[src/sv/mlfq_pkg.sv]
// Shared types and constants for the multilevel feedback task scheduler.
// No dependencies; every other file refers to it by scoped names.
`default_nettype none

package mlfq_pkg;

    localparam int OP_W    = 3;
    localparam int TASK_W  = 6;
    localparam int LEVEL_W = 6;
    localparam int SLICE_W = 5;

    localparam int NUM_LEVELS = 40;

    localparam logic [LEVEL_W-1:0] TOP_LEVEL   = 6'd39;
    localparam logic [LEVEL_W-1:0] DEMOTE_STEP = 6'd10;
    localparam logic [LEVEL_W-1:0] BAND_1_LOW  = 6'd10;
    localparam logic [LEVEL_W-1:0] BAND_2_LOW  = 6'd20;

    // Refill slice after a demotion, (4 - level/10) * 4 for each band of ten levels.
    localparam logic [SLICE_W-1:0] SLICE_BAND_0 = 5'd16;
    localparam logic [SLICE_W-1:0] SLICE_BAND_1 = 5'd12;
    localparam logic [SLICE_W-1:0] SLICE_BAND_2 = 5'd8;
    localparam logic [SLICE_W-1:0] SLICE_ONE    = 5'd1;

    typedef enum logic [OP_W-1:0] {
        OP_ENQUEUE = 3'd0,
        OP_DEQUEUE = 3'd1,
        OP_YIELD   = 3'd2,
        OP_PICK    = 3'd3,
        OP_TICK    = 3'd4,
        OP_PREEMPT = 3'd5
    } t_op;

    // Level reached by a task that wakes up from sleep.
    localparam logic [LEVEL_W-1:0] BOOST_TABLE [NUM_LEVELS] = '{
        6'd30, 6'd30, 6'd30, 6'd30, 6'd30, 6'd30, 6'd30, 6'd30, 6'd30, 6'd30,
        6'd31, 6'd31, 6'd31, 6'd31, 6'd31, 6'd31, 6'd31, 6'd31, 6'd31, 6'd31,
        6'd32, 6'd33, 6'd34, 6'd35, 6'd36, 6'd36, 6'd37, 6'd37, 6'd38, 6'd38,
        6'd39, 6'd39, 6'd39, 6'd39, 6'd39, 6'd39, 6'd39, 6'd39, 6'd39, 6'd39
    };

    // Field write enables of the per-task link memory.
    typedef struct packed {
        logic next;
        logic prev;
        logic level;
    } t_task_wen;

    // Field write enables of the per-level head and tail memory.
    typedef struct packed {
        logic head;
        logic tail;
    } t_level_wen;

endpackage

`default_nettype wire

[src/sv/mlfq_in_if.sv]
// Input channel of the scheduler: one request item with valid and ready.
// Depends on mlfq_pkg for field widths.
`default_nettype none

interface mlfq_in_if;
    logic                          valid;
    logic                          ready;
    logic [mlfq_pkg::OP_W-1:0]     operation;
    logic [mlfq_pkg::TASK_W-1:0]   task_id;
    logic [mlfq_pkg::LEVEL_W-1:0]  level;
    logic                          wakeup;
    logic                          is_timeshare;
    logic [mlfq_pkg::SLICE_W-1:0]  slice_left;
    logic [mlfq_pkg::LEVEL_W-1:0]  running_level;

    modport source (
        output valid, operation, task_id, level, wakeup, is_timeshare, slice_left,
               running_level,
        input  ready
    );
    modport sink (
        input  valid, operation, task_id, level, wakeup, is_timeshare, slice_left,
               running_level,
        output ready
    );
endinterface

`default_nettype wire

[src/sv/mlfq_out_if.sv]
// Output channel of the scheduler: one result item with valid and ready.
// Depends on mlfq_pkg for field widths.
`default_nettype none

interface mlfq_out_if;
    logic                          valid;
    logic                          ready;
    logic                          found;
    logic [mlfq_pkg::TASK_W-1:0]   chosen_task;
    logic [mlfq_pkg::LEVEL_W-1:0]  new_level;
    logic [mlfq_pkg::SLICE_W-1:0]  new_slice;
    logic                          resched;

    modport source (
        output valid, found, chosen_task, new_level, new_slice, resched,
        input  ready
    );
    modport sink (
        input  valid, found, chosen_task, new_level, new_slice, resched,
        output ready
    );
endinterface

`default_nettype wire

[src/sv/mlfq_task_mem.sv]
// Per-task link memory: next link, previous link and queued level of each task.
// One read port with registered data, one write port with field enables (mlfq_pkg).
`default_nettype none

module mlfq_task_mem #(
    parameter int DEPTH = 64,
    parameter int AW    = 6,
    parameter int LW    = 7
) (
    input  wire                                i_clk,
    input  wire                                i_rd_en,
    input  wire  [AW-1:0]                      i_rd_addr,
    output logic [LW-1:0]                      o_rd_next,
    output logic [LW-1:0]                      o_rd_prev,
    output logic [mlfq_pkg::LEVEL_W-1:0]       o_rd_level,
    input  mlfq_pkg::t_task_wen                i_wr_en,
    input  wire  [AW-1:0]                      i_wr_addr,
    input  wire  [LW-1:0]                      i_wr_next,
    input  wire  [LW-1:0]                      i_wr_prev,
    input  wire  [mlfq_pkg::LEVEL_W-1:0]       i_wr_level
);

    logic [LW-1:0]                r_next_mem  [DEPTH];
    logic [LW-1:0]                r_prev_mem  [DEPTH];
    logic [mlfq_pkg::LEVEL_W-1:0] r_level_mem [DEPTH];

    always_ff @(posedge i_clk) begin
        if (i_wr_en.next) begin
            r_next_mem[i_wr_addr] <= i_wr_next;
        end
        if (i_wr_en.prev) begin
            r_prev_mem[i_wr_addr] <= i_wr_prev;
        end
        if (i_wr_en.level) begin
            r_level_mem[i_wr_addr] <= i_wr_level;
        end
    end

    always_ff @(posedge i_clk) begin
        if (i_rd_en) begin
            o_rd_next  <= r_next_mem[i_rd_addr];
            o_rd_prev  <= r_prev_mem[i_rd_addr];
            o_rd_level <= r_level_mem[i_rd_addr];
        end
    end

endmodule

`default_nettype wire

[src/sv/mlfq_level_mem.sv]
// Per-level queue memory: head and tail task of each priority level.
// One read port with registered data, one write port with field enables (mlfq_pkg).
`default_nettype none

module mlfq_level_mem #(
    parameter int DW = 6
) (
    input  wire                                i_clk,
    input  wire                                i_rd_en,
    input  wire  [mlfq_pkg::LEVEL_W-1:0]       i_rd_addr,
    output logic [DW-1:0]                      o_rd_head,
    output logic [DW-1:0]                      o_rd_tail,
    input  mlfq_pkg::t_level_wen               i_wr_en,
    input  wire  [mlfq_pkg::LEVEL_W-1:0]       i_wr_addr,
    input  wire  [DW-1:0]                      i_wr_head,
    input  wire  [DW-1:0]                      i_wr_tail
);

    logic [DW-1:0] r_head_mem [mlfq_pkg::NUM_LEVELS];
    logic [DW-1:0] r_tail_mem [mlfq_pkg::NUM_LEVELS];

    always_ff @(posedge i_clk) begin
        if (i_wr_en.head) begin
            r_head_mem[i_wr_addr] <= i_wr_head;
        end
        if (i_wr_en.tail) begin
            r_tail_mem[i_wr_addr] <= i_wr_tail;
        end
    end

    always_ff @(posedge i_clk) begin
        if (i_rd_en) begin
            o_rd_head <= r_head_mem[i_rd_addr];
            o_rd_tail <= r_tail_mem[i_rd_addr];
        end
    end

endmodule

`default_nettype wire

[src/sv/multilevel_feedback_task_scheduler_unit.sv]
// Top level of the multilevel feedback task scheduler: sequencer, queue bitmap, result register.
// Depends on mlfq_pkg, mlfq_in_if, mlfq_out_if, mlfq_task_mem and mlfq_level_mem.
//
//   channel    direction  interface          contents
//   i_task     in         mlfq_in_if.sink    operation, task, levels, slice, flags
//   o_result   out        mlfq_out_if.source found, chosen task, new level/slice, resched
//
// An item steps through states in order: an unlink passes S_UL_RD and S_UL_WR, an append
// S_AP_WR and, when its level already holds a task, S_AP_LINK, a pick S_PK_RD; all end in
// S_FIN. This sequence is set by the single write port of the task link memory, through which the
// neighbor links of an unlink and the tail link of an append go one after the other.
// Synchronous active-low reset empties all queues; no clearing pass is needed.
// A new item is taken while the previous result still waits in the output register;
// a finished item waits in its last state while that register is full.
`default_nettype none

module multilevel_feedback_task_scheduler_unit #(
    parameter int MAX_TASKS = 64
) (
    input  wire               i_clk,
    input  wire               i_rst_n,
    mlfq_in_if.sink           i_task,
    mlfq_out_if.source        o_result
);

    localparam int TW = (MAX_TASKS > 1) ? $clog2(MAX_TASKS) : 1;
    localparam int LW = $clog2(MAX_TASKS + 1);
    localparam int XW = (TW > mlfq_pkg::TASK_W) ? TW : mlfq_pkg::TASK_W;
    localparam int QN = (MAX_TASKS < 64) ? MAX_TASKS : 64;
    localparam int QW = $clog2(QN);
    localparam logic [LW-1:0] NONE = LW'(MAX_TASKS);

    typedef enum logic [6:0] {
        S_IDLE    = 7'b0000001,
        S_UL_RD   = 7'b0000010,
        S_UL_WR   = 7'b0000100,
        S_AP_WR   = 7'b0001000,
        S_AP_LINK = 7'b0010000,
        S_PK_RD   = 7'b0100000,
        S_FIN     = 7'b1000000
    } t_state;

    t_state                         r_state, n_state;
    logic [mlfq_pkg::NUM_LEVELS-1:0] r_mask;
    logic [QN-1:0]                  r_queued;

    logic [TW-1:0]                  r_idx;
    logic [mlfq_pkg::LEVEL_W-1:0]   r_alv;
    logic                           r_do_append;
    logic [LW-1:0]                  r_p, r_n;
    logic [TW-1:0]                  r_tl;

    logic                           r_res_found;
    logic [mlfq_pkg::TASK_W-1:0]    r_res_chosen;
    logic [mlfq_pkg::LEVEL_W-1:0]   r_res_level;
    logic [mlfq_pkg::SLICE_W-1:0]   r_res_slice;
    logic                           r_res_resched;

    logic                           r_out_valid;
    logic                           r_out_found;
    logic [mlfq_pkg::TASK_W-1:0]    r_out_chosen;
    logic [mlfq_pkg::LEVEL_W-1:0]   r_out_level;
    logic [mlfq_pkg::SLICE_W-1:0]   r_out_slice;
    logic                           r_out_resched;

    // ---------------------------------------------------------------- request decode
    mlfq_pkg::t_op                  in_op;
    logic [XW-1:0]                  tid_x;
    logic [TW-1:0]                  in_idx;
    logic                           in_ok;
    logic                           in_queued;
    logic [mlfq_pkg::LEVEL_W-1:0]   lv_sat, run_sat, dem_lv, in_alv;
    logic [mlfq_pkg::SLICE_W-1:0]   refill;
    logic                           expire;
    logic                           in_append, in_unlink;
    logic                           accept;
    logic [mlfq_pkg::LEVEL_W-1:0]   top_lv;
    logic                           any_set;

    logic                           n_res_found;
    logic [mlfq_pkg::LEVEL_W-1:0]   n_res_level;
    logic [mlfq_pkg::SLICE_W-1:0]   n_res_slice;
    logic                           n_res_resched;

    assign accept  = i_task.valid && i_task.ready;
    assign in_op   = mlfq_pkg::t_op'(i_task.operation);
    assign tid_x   = XW'(i_task.task_id);
    assign in_idx  = tid_x[TW-1:0];
    assign in_ok   = (32'(i_task.task_id) < MAX_TASKS);
    assign in_queued = in_ok ? r_queued[tid_x[QW-1:0]] : 1'b0;

    assign lv_sat  = (i_task.level > mlfq_pkg::TOP_LEVEL) ? mlfq_pkg::TOP_LEVEL : i_task.level;
    assign run_sat = (i_task.running_level > mlfq_pkg::TOP_LEVEL) ?
                     mlfq_pkg::TOP_LEVEL : i_task.running_level;
    assign dem_lv  = (lv_sat > mlfq_pkg::DEMOTE_STEP) ? (lv_sat - mlfq_pkg::DEMOTE_STEP) : '0;
    assign refill  = (dem_lv < mlfq_pkg::BAND_1_LOW) ? mlfq_pkg::SLICE_BAND_0 :
                     (dem_lv < mlfq_pkg::BAND_2_LOW) ? mlfq_pkg::SLICE_BAND_1 :
                                                       mlfq_pkg::SLICE_BAND_2;
    // A slice of zero counts as one, so it expires as well.
    assign expire  = i_task.is_timeshare && (i_task.slice_left <= mlfq_pkg::SLICE_ONE);

    always_comb begin
        in_alv    = lv_sat;
        in_append = 1'b0;
        case (in_op)
            mlfq_pkg::OP_ENQUEUE: begin
                in_alv    = i_task.wakeup ? mlfq_pkg::BOOST_TABLE[lv_sat] : lv_sat;
                in_append = in_ok;
            end
            mlfq_pkg::OP_YIELD: begin
                in_append = in_ok;
            end
            mlfq_pkg::OP_TICK: begin
                in_alv    = dem_lv;
                in_append = in_ok && expire;
            end
            default: begin
                in_append = 1'b0;
            end
        endcase
    end

    assign in_unlink = in_queued && (in_append || (in_op == mlfq_pkg::OP_DEQUEUE));

    // Result fields known at accept; the chosen task of a pick follows one read later.
    always_comb begin
        n_res_found   = 1'b0;
        n_res_level   = '0;
        n_res_slice   = '0;
        n_res_resched = 1'b0;
        case (in_op)
            mlfq_pkg::OP_ENQUEUE: begin
                n_res_level = in_alv;
            end
            mlfq_pkg::OP_PICK: begin
                n_res_found = any_set;
            end
            mlfq_pkg::OP_TICK: begin
                if (!i_task.is_timeshare) begin
                    n_res_level = lv_sat;
                    n_res_slice = i_task.slice_left;
                end else if (!expire) begin
                    n_res_level = lv_sat;
                    n_res_slice = i_task.slice_left - mlfq_pkg::SLICE_ONE;
                end else begin
                    n_res_level   = dem_lv;
                    n_res_slice   = refill;
                    n_res_resched = 1'b1;
                end
            end
            mlfq_pkg::OP_PREEMPT: begin
                n_res_resched = (lv_sat > run_sat);
            end
            default: begin
                n_res_found = 1'b0;
            end
        endcase
    end

    // Highest nonempty level; later iterations take priority.
    always_comb begin
        top_lv = '0;
        for (int i = 0; i < mlfq_pkg::NUM_LEVELS; i++) begin
            if (r_mask[i]) begin
                top_lv = mlfq_pkg::LEVEL_W'(i);
            end
        end
    end
    assign any_set = |r_mask;

    // ---------------------------------------------------------------- memories
    logic                           task_rd_en;
    logic [LW-1:0]                  td_next, td_prev;
    logic [mlfq_pkg::LEVEL_W-1:0]   td_level;
    mlfq_pkg::t_task_wen            task_wen;
    logic [TW-1:0]                  task_waddr;
    logic [LW-1:0]                  task_wnext, task_wprev;

    logic                           lvl_rd_en;
    logic [mlfq_pkg::LEVEL_W-1:0]   lvl_raddr;
    logic [TW-1:0]                  ld_head, ld_tail;
    mlfq_pkg::t_level_wen           lvl_wen;
    logic [mlfq_pkg::LEVEL_W-1:0]   lvl_waddr;
    logic [TW-1:0]                  lvl_whead, lvl_wtail;

    logic                           ap_bit;

    assign task_rd_en = accept;
    assign ap_bit     = r_mask[r_alv];

    // Reads of an entry are always issued after its last write and never together with a write,
    // so the sequence itself keeps the two memory ports apart.
    always_comb begin
        lvl_rd_en = 1'b0;
        lvl_raddr = r_alv;
        if (accept) begin
            lvl_rd_en = 1'b1;
            lvl_raddr = (in_op == mlfq_pkg::OP_PICK) ? top_lv : in_alv;
        end else if (r_state == S_UL_WR) begin
            lvl_rd_en = r_do_append;
        end
    end

    always_comb begin
        task_wen   = '0;
        task_waddr = r_idx;
        task_wnext = NONE;
        task_wprev = NONE;
        lvl_wen    = '0;
        lvl_waddr  = r_alv;
        lvl_whead  = r_idx;
        lvl_wtail  = r_idx;
        case (r_state)
            S_UL_RD: begin
                task_wen.next = (td_prev != NONE);
                task_waddr    = td_prev[TW-1:0];
                task_wnext    = td_next;
                lvl_waddr     = td_level;
                lvl_wen.head  = (td_prev == NONE);
                lvl_whead     = td_next[TW-1:0];
                lvl_wen.tail  = (td_next == NONE);
                lvl_wtail     = td_prev[TW-1:0];
            end
            S_UL_WR: begin
                task_wen.prev = (r_n != NONE);
                task_waddr    = r_n[TW-1:0];
                task_wprev    = r_p;
            end
            S_AP_WR: begin
                task_wen      = '{next: 1'b1, prev: 1'b1, level: 1'b1};
                task_wprev    = ap_bit ? LW'(ld_tail) : NONE;
                lvl_wen.head  = !ap_bit;
                lvl_wen.tail  = 1'b1;
            end
            S_AP_LINK: begin
                task_wen.next = 1'b1;
                task_waddr    = r_tl;
                task_wnext    = LW'(r_idx);
            end
            default: begin
                task_wen = '0;
            end
        endcase
    end

    mlfq_task_mem #(
        .DEPTH (MAX_TASKS),
        .AW    (TW),
        .LW    (LW)
    ) u_task_mem (
        .i_clk      (i_clk),
        .i_rd_en    (task_rd_en),
        .i_rd_addr  (in_idx),
        .o_rd_next  (td_next),
        .o_rd_prev  (td_prev),
        .o_rd_level (td_level),
        .i_wr_en    (task_wen),
        .i_wr_addr  (task_waddr),
        .i_wr_next  (task_wnext),
        .i_wr_prev  (task_wprev),
        .i_wr_level (r_alv)
    );

    mlfq_level_mem #(
        .DW (TW)
    ) u_level_mem (
        .i_clk     (i_clk),
        .i_rd_en   (lvl_rd_en),
        .i_rd_addr (lvl_raddr),
        .o_rd_head (ld_head),
        .o_rd_tail (ld_tail),
        .i_wr_en   (lvl_wen),
        .i_wr_addr (lvl_waddr),
        .i_wr_head (lvl_whead),
        .i_wr_tail (lvl_wtail)
    );

    // ---------------------------------------------------------------- sequencer
    logic load_out;

    assign load_out = (r_state == S_FIN) && (!r_out_valid || o_result.ready);

    always_comb begin
        n_state = r_state;
        case (r_state)
            S_IDLE: begin
                if (accept) begin
                    if (in_op == mlfq_pkg::OP_PICK) begin
                        n_state = S_PK_RD;
                    end else if (in_unlink) begin
                        n_state = S_UL_RD;
                    end else if (in_append) begin
                        n_state = S_AP_WR;
                    end else begin
                        n_state = S_FIN;
                    end
                end
            end
            S_UL_RD:   n_state = S_UL_WR;
            S_UL_WR:   n_state = r_do_append ? S_AP_WR : S_FIN;
            S_AP_WR:   n_state = ap_bit ? S_AP_LINK : S_FIN;
            S_AP_LINK: n_state = S_FIN;
            S_PK_RD:   n_state = S_FIN;
            S_FIN:     n_state = load_out ? S_IDLE : S_FIN;
            default:   n_state = S_IDLE;
        endcase
    end

    always_ff @(posedge i_clk) begin
        if (!i_rst_n) begin
            r_state     <= S_IDLE;
            r_mask      <= '0;
            r_queued    <= '0;
            r_out_valid <= 1'b0;
        end else begin
            r_state <= n_state;
            if (load_out) begin
                r_out_valid <= 1'b1;
            end else if (o_result.ready) begin
                r_out_valid <= 1'b0;
            end
            if (r_state == S_UL_RD) begin
                r_queued[r_idx[QW-1:0]] <= 1'b0;
                if (td_prev == NONE && td_next == NONE) begin
                    r_mask[td_level] <= 1'b0;
                end
            end
            if (r_state == S_AP_WR) begin
                r_queued[r_idx[QW-1:0]] <= 1'b1;
                r_mask[r_alv]           <= 1'b1;
            end
        end
    end

    // Item context and results; no reset needed.
    always_ff @(posedge i_clk) begin
        if (accept) begin
            r_idx         <= in_idx;
            r_alv         <= in_alv;
            r_do_append   <= in_append;
            r_res_found   <= n_res_found;
            r_res_chosen  <= '0;
            r_res_level   <= n_res_level;
            r_res_slice   <= n_res_slice;
            r_res_resched <= n_res_resched;
        end
        if (r_state == S_UL_RD) begin
            r_p <= td_prev;
            r_n <= td_next;
        end
        if (r_state == S_AP_WR) begin
            r_tl <= ld_tail;
        end
        if (r_state == S_PK_RD) begin
            r_res_chosen <= r_res_found ? mlfq_pkg::TASK_W'(ld_head) : '0;
        end
        if (load_out) begin
            r_out_found   <= r_res_found;
            r_out_chosen  <= r_res_chosen;
            r_out_level   <= r_res_level;
            r_out_slice   <= r_res_slice;
            r_out_resched <= r_res_resched;
        end
    end

    assign i_task.ready         = (r_state == S_IDLE);
    assign o_result.valid       = r_out_valid;
    assign o_result.found       = r_out_found;
    assign o_result.chosen_task = r_out_chosen;
    assign o_result.new_level   = r_out_level;
    assign o_result.new_slice   = r_out_slice;
    assign o_result.resched     = r_out_resched;

    // ---------------------------------------------------------------- assertions
    a_accept_leaves_idle: assert property (@(posedge i_clk) disable iff (!i_rst_n)
        accept |=> (r_state != S_IDLE))
        else $error("accepted item did not start a sequence");

    a_append_sets_mask: assert property (@(posedge i_clk) disable iff (!i_rst_n)
        (r_state == S_AP_WR) |=> r_mask[$past(r_alv)])
        else $error("append left its level marked empty");

    a_unlink_clears_queued: assert property (@(posedge i_clk) disable iff (!i_rst_n)
        (r_state == S_UL_RD) |=> !r_queued[$past(r_idx[QW-1:0])])
        else $error("unlinked task still marked queued");

    a_link_needs_tail: assert property (@(posedge i_clk) disable iff (!i_rst_n)
        (r_state == S_AP_LINK) |-> r_mask[r_alv])
        else $error("tail link written for an empty level");

endmodule

`default_nettype wire
[src/flat_wrapper.sv]
// flat-port wrapper written by rule: the top's interface ports become plain ports
module multilevel_feedback_task_scheduler_unit_flat 
#(
    parameter int MAX_TASKS = 64
)
  (i_clk, i_rst_n, i_task_valid, i_task_operation, i_task_task_id, i_task_level, i_task_wakeup, i_task_is_timeshare, i_task_slice_left, i_task_running_level, i_task_ready, o_result_valid, o_result_found, o_result_chosen_task, o_result_new_level, o_result_new_slice, o_result_resched, o_result_ready);
  mlfq_in_if i_task_i ();
  mlfq_out_if o_result_i ();
  input  wire i_clk;
  input  wire i_rst_n;
  input wire logic [$bits(i_task_i.valid)-1:0] i_task_valid;
  input wire logic [$bits(i_task_i.operation)-1:0] i_task_operation;
  input wire logic [$bits(i_task_i.task_id)-1:0] i_task_task_id;
  input wire logic [$bits(i_task_i.level)-1:0] i_task_level;
  input wire logic [$bits(i_task_i.wakeup)-1:0] i_task_wakeup;
  input wire logic [$bits(i_task_i.is_timeshare)-1:0] i_task_is_timeshare;
  input wire logic [$bits(i_task_i.slice_left)-1:0] i_task_slice_left;
  input wire logic [$bits(i_task_i.running_level)-1:0] i_task_running_level;
  output wire logic [$bits(i_task_i.ready)-1:0] i_task_ready;
  output wire logic [$bits(o_result_i.valid)-1:0] o_result_valid;
  output wire logic [$bits(o_result_i.found)-1:0] o_result_found;
  output wire logic [$bits(o_result_i.chosen_task)-1:0] o_result_chosen_task;
  output wire logic [$bits(o_result_i.new_level)-1:0] o_result_new_level;
  output wire logic [$bits(o_result_i.new_slice)-1:0] o_result_new_slice;
  output wire logic [$bits(o_result_i.resched)-1:0] o_result_resched;
  input wire logic [$bits(o_result_i.ready)-1:0] o_result_ready;
  assign i_task_i.valid = i_task_valid;
  assign i_task_i.operation = i_task_operation;
  assign i_task_i.task_id = i_task_task_id;
  assign i_task_i.level = i_task_level;
  assign i_task_i.wakeup = i_task_wakeup;
  assign i_task_i.is_timeshare = i_task_is_timeshare;
  assign i_task_i.slice_left = i_task_slice_left;
  assign i_task_i.running_level = i_task_running_level;
  assign i_task_ready = i_task_i.ready;
  assign o_result_valid = o_result_i.valid;
  assign o_result_found = o_result_i.found;
  assign o_result_chosen_task = o_result_i.chosen_task;
  assign o_result_new_level = o_result_i.new_level;
  assign o_result_new_slice = o_result_i.new_slice;
  assign o_result_resched = o_result_i.resched;
  assign o_result_i.ready = o_result_ready;
  multilevel_feedback_task_scheduler_unit #(.MAX_TASKS(MAX_TASKS)) u_core (.i_clk(i_clk), .i_rst_n(i_rst_n), .i_task(i_task_i), .o_result(o_result_i));
endmodule
[config.mk]
export PLATFORM = sky130hd
export DESIGN_NAME = multilevel_feedback_task_scheduler_unit_flat
export DESIGN_NICKNAME = d
export VERILOG_FILES = /design/src/sv/mlfq_pkg.sv /design/src/sv/mlfq_in_if.sv /design/src/sv/mlfq_out_if.sv /design/src/sv/mlfq_task_mem.sv /design/src/sv/mlfq_level_mem.sv /design/src/sv/multilevel_feedback_task_scheduler_unit.sv /design/src/flat_wrapper.sv
export SDC_FILE = /design/constraint.sdc
export NUM_CORES = 2
export LEC_CHECK = 0
export ABC_AREA = 1
export BUFFER_PORTS_ARGS = -buffer_cell sky130_fd_sc_hd__clkbuf_2
export CAP_MARGIN = 20
export CORE_MARGIN = 2
export CORE_UTILIZATION = 55
export CTS_CLUSTER_SIZE = 30
export DETAILED_ROUTE_END_ITERATION = 10
export PLACE_DENSITY_LB_ADDON = 0.05
export SETUP_SLACK_MARGIN = 0.02
export SYNTH_ARGS = -nofsm -noshare
export SYNTH_HDL_FRONTEND = slang
export SYNTH_SLANG_ARGS = --single-unit
[constraint.sdc]
create_clock -name i_clk -period 5.6 [get_ports i_clk]
set_input_delay 0.56 -clock i_clk [delete_from_list [all_inputs] [get_ports i_clk]]
set_output_delay 0.56 -clock i_clk [all_outputs]
set_load 0.02 [all_outputs]
Yosys cells after proc, flatten, opt, wreduce, memory -nomap -nowiden
Memories as Yosys holds them, arrays and structs flattened. A register that Yosys moved wholly into a read port is not among the register bits. Index checks and enable logic that the tools add are counted.

Muxes and demuxes: 112. Equal/unequal tests: 17. $lt $le $gt $ge: 15. Reduce and logical (&&, ||, !) cells: 19. Bitwise gates (word level): 7. Add/sub/neg operators: 2.

Operators with widths (count): 64-bit 2-to-1 mux (3); 40-bit 2-to-1 mux (4); 6-bit 2-to-1 mux (24); 5-bit 2-to-1 mux (19); 64-bit AND (1); 64-bit NOT (1); 64-bit OR (1); 7-bit 2-to-1 mux (8); 7-bit case mux with 6 select lines (1); 40-bit AND (1); 40-bit NOT (1); 40-bit OR (1); 40-bit OR reduction (1); 4-bit 2-to-1 mux (8); 6-bit by 7-bit < comparator with 1-bit output, second input constant (4); 7-bit case mux with 2 select lines (2); 6-bit case mux with 2 select lines (2); 1-bit 2-to-1 mux (23); 7-bit == test, second input constant (3); 1-bit demux with 6-bit select (3); 6-bit by 1-bit >= comparator with 1-bit output, second input constant (3); 6-bit case mux with 3 select lines (1); 3-bit 2-to-1 mux (5); 7-bit != test, second input constant (2); 30 further kinds (50).

Memory bits (writable): 1760. Input bits: 32. Memory bits (read-only): 384. Memories: 6. Word-level logic and storage cells: 198. Flip-flop bits (word level): 183. Output and inout bits: 21.

Memory list: u_core.u_task_mem.r_next_mem (depth 64, width 7, rd ports 1, clocked after Yosys merged registers in 1, wr ports 1, line mlfq_task_mem.sv:23) `logic [LW-1:0] r_next_mem [DEPTH];`; u_core.u_task_mem.r_prev_mem (depth 64, width 7, rd ports 1, clocked after Yosys merged registers in 1, wr ports 1, line mlfq_task_mem.sv:24) `logic [LW-1:0] r_prev_mem [DEPTH];`; (no name shown) (depth 64, width 6, rd ports 1, clocked after Yosys merged registers in 0, wr ports 0, line multilevel_feedback_task_scheduler_unit.sv:107) `in_alv = i_task.wakeup ? mlfq_pkg::BOOST_TABLE[lv_sat] : lv_sat;`; u_core.u_task_mem.r_level_mem (depth 64, width 6, rd ports 1, clocked after Yosys merged registers in 1, wr ports 1, line mlfq_task_mem.sv:25) `logic [mlfq_pkg::LEVEL_W-1:0] r_level_mem [DEPTH];`; u_core.u_level_mem.r_head_mem (depth 40, width 6, rd ports 1, clocked after Yosys merged registers in 1, wr ports 1, line mlfq_level_mem.sv:19) `logic [DW-1:0] r_head_mem [mlfq_pkg::NUM_LEVELS];`; u_core.u_level_mem.r_tail_mem (depth 40, width 6, rd ports 1, clocked after Yosys merged registers in 1, wr ports 1, line mlfq_level_mem.sv:20) `logic [DW-1:0] r_tail_mem [mlfq_pkg::NUM_LEVELS];`.

Longest topological paths before layout
Word-level depth: 41. Gate-level depth with buffers: 50.

Hierarchy
A second synthesis with hierarchy kept.

Cell total of the unflattened synthesis: 7663. Area, all modules: 83440.0 sq um.

Modules (own cells, without submodules): mlfq_task_mem (instances 1, seq. area each 39037.4 sq um, area each 53237.3 sq um, cells each 4578); mlfq_level_mem (instances 1, seq. area each 14774.2 sq um, area each 20210.6 sq um, cells each 1689); multilevel_feedback_task_scheduler_unit (instances 1, seq. area each 4374.2 sq um, area each 9992.1 sq um, cells each 1396).

Least setup slack after synthesis
Ideal clock, no wire load.

Path kind: reg-to-reg. From: register u_core.r_state[6]. To: register u_core.u_level_mem.o_rd_head[3], read port of u_core.u_level_mem.r_head_mem, data pin. Required time: 5469 ps. Cell stages (with the launch flop): 20. Slack: 633 ps. Data arrival time: 4836 ps. Cell sequence: dfxtp_1 > nor2_1 > nand2_1 > inv_1 > nand4_1 > nor2_1 > inv_1 > nor2_1 > inv_1 > nor3_1 > a21oi_1 > inv_1 > clkbuf_1 > clkbuf_1 > nand3_1 > nand3_1 > nand3_1 > nand3_1 > nand3_1 > nand2_1.

Cells in the longest elaborated chain, start to end: 3.

RTL lines: from (decl) (line multilevel_feedback_task_scheduler_unit.sv:43) `t_state r_state, n_state;`; from (signal assigned) (line multilevel_feedback_task_scheduler_unit.sv:316) `r_state <= n_state;`; 7-bit by 1-bit == test with 1-bit output * (line multilevel_feedback_task_scheduler_unit.sv:366) `assign i_task.ready = (r_state == S_IDLE);`; 1-bit logical AND * (line multilevel_feedback_task_scheduler_unit.sv:85) `assign accept = i_task.valid && i_task.ready;`; named net u_core.accept (line multilevel_feedback_task_scheduler_unit.sv:76) `logic accept;`; 6-bit 2-to-1 mux / 1-bit 2-to-1 mux (equally long branches) (line multilevel_feedback_task_scheduler_unit.sv:196) `if (accept) begin`; to (decl) (line mlfq_level_mem.sv:11) `output logic [DW-1:0] o_rd_head,`.

Mark *: on every way through the listed nets, which the timed path passes. The rest lies on a longest branch. A chain may end at the register's enable or synchronous reset.

Worst setup path in the final report
From: register u_core.r_state[6]. To: memory u_core.u_task_mem.r_next_mem[45][3], enable pin.

Cells in the longest elaborated chain, start to end: 5.

RTL lines: 7-bit by 5-bit == test with 1-bit output / 7-bit by 4-bit == test with 1-bit output (equally long branches) (line multilevel_feedback_task_scheduler_unit.sv:213) `case (r_state)`; 2-bit OR reduction (no source line); 1-bit case mux with 2 select lines (line multilevel_feedback_task_scheduler_unit.sv:213); 1-bit 2-to-1 mux (line mlfq_task_mem.sv:28) `if (i_wr_en.next) begin`; 1-bit 2-to-1 mux (implied by the code) (line mlfq_task_mem.sv:29) `r_next_mem[i_wr_addr] <= i_wr_next;`; to (decl) (line mlfq_task_mem.sv:23).

Several ways; a longest one is shown, not always the timed one.

==> results.txt <==
----------------------------------------------------
[Outcome]
  Result of the run ... finished, final reports clean

[Min path]
  Kind of path behind the tightest hold check ... in -> reg

[Pwr]
  Pwr/cell area ... 364 nW/um2
  Leakage power ... 29.4 nW
  Maximum vdd ir drop ... 0.000358 V

[Logic synthesis]
  Synthesis Warnings ... 0
  Cell taking the most area after synthesis ... edfxtp_1
  Main flop type after synthesis ... edfxtp_1
  Fraction of synthesized cell area taken by the top area cell type ... 0.677
  Most frequent cell after synthesis ... edfxtp_1
  Commonest cells in the synthesized netlist ... edfxtp_1, nor2_1, o21ai_0, nand2_1, nand3_1
  Number of synthesized flops with an enable pin ... 1,863
  Seq cells post-synth ... 1,975
  Synthesized netlist cell count ... 7,303
  Synthesized netlist net count ... 7,346
  Register area share after synthesis ... 0.704
  Ranking of synthesized cells by area ... edfxtp_1, nor2_1, o21ai_0
  Mapped Area ... 82,600 um2
  Number of distinct library cells after synthesis ... 41
  Share of async-settable or async-resettable flops after synthesis ... 0
  Avg Inst Size Synth ... 11.3 um2

[STA]
  Final setup skew ... 29.0 ps
  Hold Slack ... 115 ps
  Worst Slack Setup Final ... 652 ps
  Slew margin rel. ... 0.231
  Final Max Slew Viols ... 0
  Final period demand of the worst path ... 4950 ps
  Final hold viol count ... 0
  Setup repair after global routing missed its margin ... false
  Setup_tns ... 0 ps
  Timing-limited maximum frequency ... 0.202 GHz
  Setup-failing EPs final ... 0
  Slew @ Worst Pin ... 1150 ps
  Final critical-path share of the clock period ... 0.884

[Global routing]
  Initial antenna violation count ... 4
  Global Route met1 Usage ... 0.422
  Via count of the first global-routing pass ... 54,200
  Global-route wire length before repair ... 352,000 um
  Layer with the highest usage after global routing ... met2
  Maximum number of pins on one net before global-route repair ... 180
  Grt ovf ... 0
  Met2 usage ... 0.497
  Total routing resource utilization after global routing ... 0.308
  Global Route met3 Usage ... 0.0439

[Floorplanning]
  Total Die Area ... 153,000 um2
  Y dimension of the die ... 392 um
  Std cell rows ... 142
  Core Area ... 150,000 um2
  DIE WIDTH ... 392 um
  I/O pin cnt ... 53
  Starting utilization of the core area ... 0.552

[Setup path]
  Buf+Inv Stages, Crit Path ... 4
  Critical path capture point type ... register
  Max stage delay cell, worst path ... nor2_1
  CP Data Required Time ... 6040 ps
  Top Family by Delay on Critical Path ... simple AND/OR/NAND/NOR gates
  CP Max Fanout ... 8
  Delay of the slowest cell on the worst path ... 960 ps
  Critical path start-end classification ... reg -> reg
  Launching element type of the critical path ... register
  Flop2flop setup slack ... 650 ps
  WP data arrival ... 5390 ps
  Ordered cell list for the critical path ... nor2_1 -> nand2_1 -> inv_1 -> nand2_2 -> inv_2 -> nor3_1 -> inv_1 -> o21ai_0 -> inv_1 -> nor2_1 -> nand2_1 -> nor2_1

[CTS]
  TritonCTS buffer count ... 199
  Total clock sinks ... 1,975
  Library cell used as clock root buffer ... clkbuf_16
  H-tree Lvls ... 4
  Clock slew at the register clock pins of the worst setup and hold paths ... 60 ps
  Clock buffer depth ... 3
  Number of hold buffers added after CTS ... 0
  Clock Latency Late Sink ... 840 ps
  Post_cts resized ... 0
  TritonCTS clock tree ... done
  Number of post-CTS setup repair buffers ... 0

[Placed design]
  Port buffer count ... 52
  Half-perimeter wire length of the detailed placement result ... 145,000 um
  Pre-CTS setup slack ... 863 ps
  Final weighted congestion of routability-driven global placement ... 0.938

[Finish]
  Post-layout net count ... 7,276
  Proportion of layout cells with a drive suffix above 1 ... 0.0718
  Synth-to-Final Area Change ... 11.0%

[Routing]
  Mean routed wirelength per cell ... 25.3 um
  Via count ... 57,600
  First-pass DRT Iterations ... 8
  Iteration-0 DRC count of the detailed router ... 6,622
  Post-Route WL ... 238,000 um
  Via/cell ratio ... 6.12
  Remaining antenna violation count ... 0
  Number of remaining DRC errors ... 0

[Job]
  Max-Cap Viols ... 0

----------------------------------------------------
[layer usage]
| layer | routed length (um) | up-vias |
|---|---|---|
| met5 | 34 | - |
| met4 | 10200 | 6 |
| met3 | 17800 | 492 |
| met2 | 114000 | 2559 |
| met1 | 96200 | 28600 |
| li1 | - | 26000 |
[registers in the layout, indices dropped and copies added, names as in the netlist, 40 cells and up]
name	count
u_core.u_task_mem.r_prev_mem	448
u_core.u_level_mem.r_tail_mem	240
u_core.r_mask	40
u_core.r_queued	64
u_core.u_task_mem.r_level_mem	384
u_core.u_task_mem.r_next_mem	448
u_core.u_level_mem.r_head_mem	240
[layout by cell type (no fill, tap or decap), types with 7 or more instances in the layout]
| master | n |
|---|---|
| nor3_1 | 57 |
| clkbuf_1 | 36 |
| o221ai_1 | 71 |
| a21oi_1 | 124 |
| o32ai_1 | 10 |
| inv_2 | 7 |
| nor2_1 | 1345 |
| o22ai_1 | 382 |
| o311ai_0 | 9 |
| o21ai_4 | 8 |
| o211ai_1 | 28 |
| nand2_1 | 731 |
| clkinv_2 | 40 |
| ha_1 | 11 |
| nand3_1 | 479 |
| nand4_1 | 13 |
| clkbuf_16 | 202 |
| dfxtp_1 | 112 |
| clkbuf_2 | 48 |
| edfxtp_1 | 1863 |
| buf_12 | 17 |
| nand3b_1 | 109 |
| buf_4 | 126 |
| inv_1 | 438 |
| o21bai_1 | 12 |
| bufinv_16 | 23 |
| nor4_1 | 10 |
| o21ai_0 | 952 |
| clkinv_1 | 52 |
[kinds of logic after synthesis]
| group | after synthesis | synth area share |
|---|---|---|
| AND/OR/NAND/NOR | 2758 | 0.139 |
| adder cells (fa/ha/maj) | 11 | 0.00167 |
| AO/OA/AOI/OAI | 1635 | 0.111 |
| flip-flops | 1975 | 0.704 |
| buffers and inverters | 924 | 0.0434 |
[metrics by stage]
| step | cells | power [W] | cell area [um2] | util |
|---|---|---|---|---|
| after floorplan | 7303 | 0.0189 | 82600 | - |
| after global placement | 9041 | 0.0203 | 85100 | 0.569 |
| after detailed placement | 9045 | 0.0203 | 85200 | 0.569 |
| after CTS | 9413 | 0.0335 | 91700 | 0.613 |
| after global routing | 9416 | 0.0343 | 91700 | 0.613 |
| final | 9419 | 0.0334 | 91700 | 0.613 |
[path summary, 6_finish.rpt]
kind,startpoint,endpoint,depth (start not counted)
worst max-delay path,u_core.r_state[6]$_SDFFE_PN0P_,u_core.u_task_mem.r_next_mem[45][3]$_DFFE_PP_,12
worst min-delay path,i_task_slice_left[0],u_core.r_res_slice[0]$_SDFFCE_PP0P_,2
worst max register to register,u_core.r_state[6]$_SDFFE_PN0P_,u_core.u_task_mem.r_next_mem[45][3]$_DFFE_PP_,12
worst min register to register,u_core.r_res_slice[3]$_SDFFCE_PP0P_,u_core.o_result.new_slice[3]$_DFFE_PP_,0
[layout make-up]
cell class / count / area (um2)
inverter: 453 / 1720
antenna: 3 / 7.51
multi-input combinational: 4404 / 21100
timing repair buffer: 200 / 1630
clock buffer: 239 / 5200
tap: 2016 / 2520
fill: 12100 / 57900
sequential: 1975 / 58200
clock inverter: 129 / 1320
[power by group]
group / leakage [nW] / switching, W / total, W / internal, W
Combinational: 9.64 / 0.00271 / 0.00355 / 0.000841
Clock: 3.18 / 0.00568 / 0.0134 / 0.00768
Sequential: 16.6 / 0.000110 / 0.0165 / 0.0164
Total: 29.4 / 0.00850 / 0.0334 / 0.0249
Power figures use the tool's default switching activity.
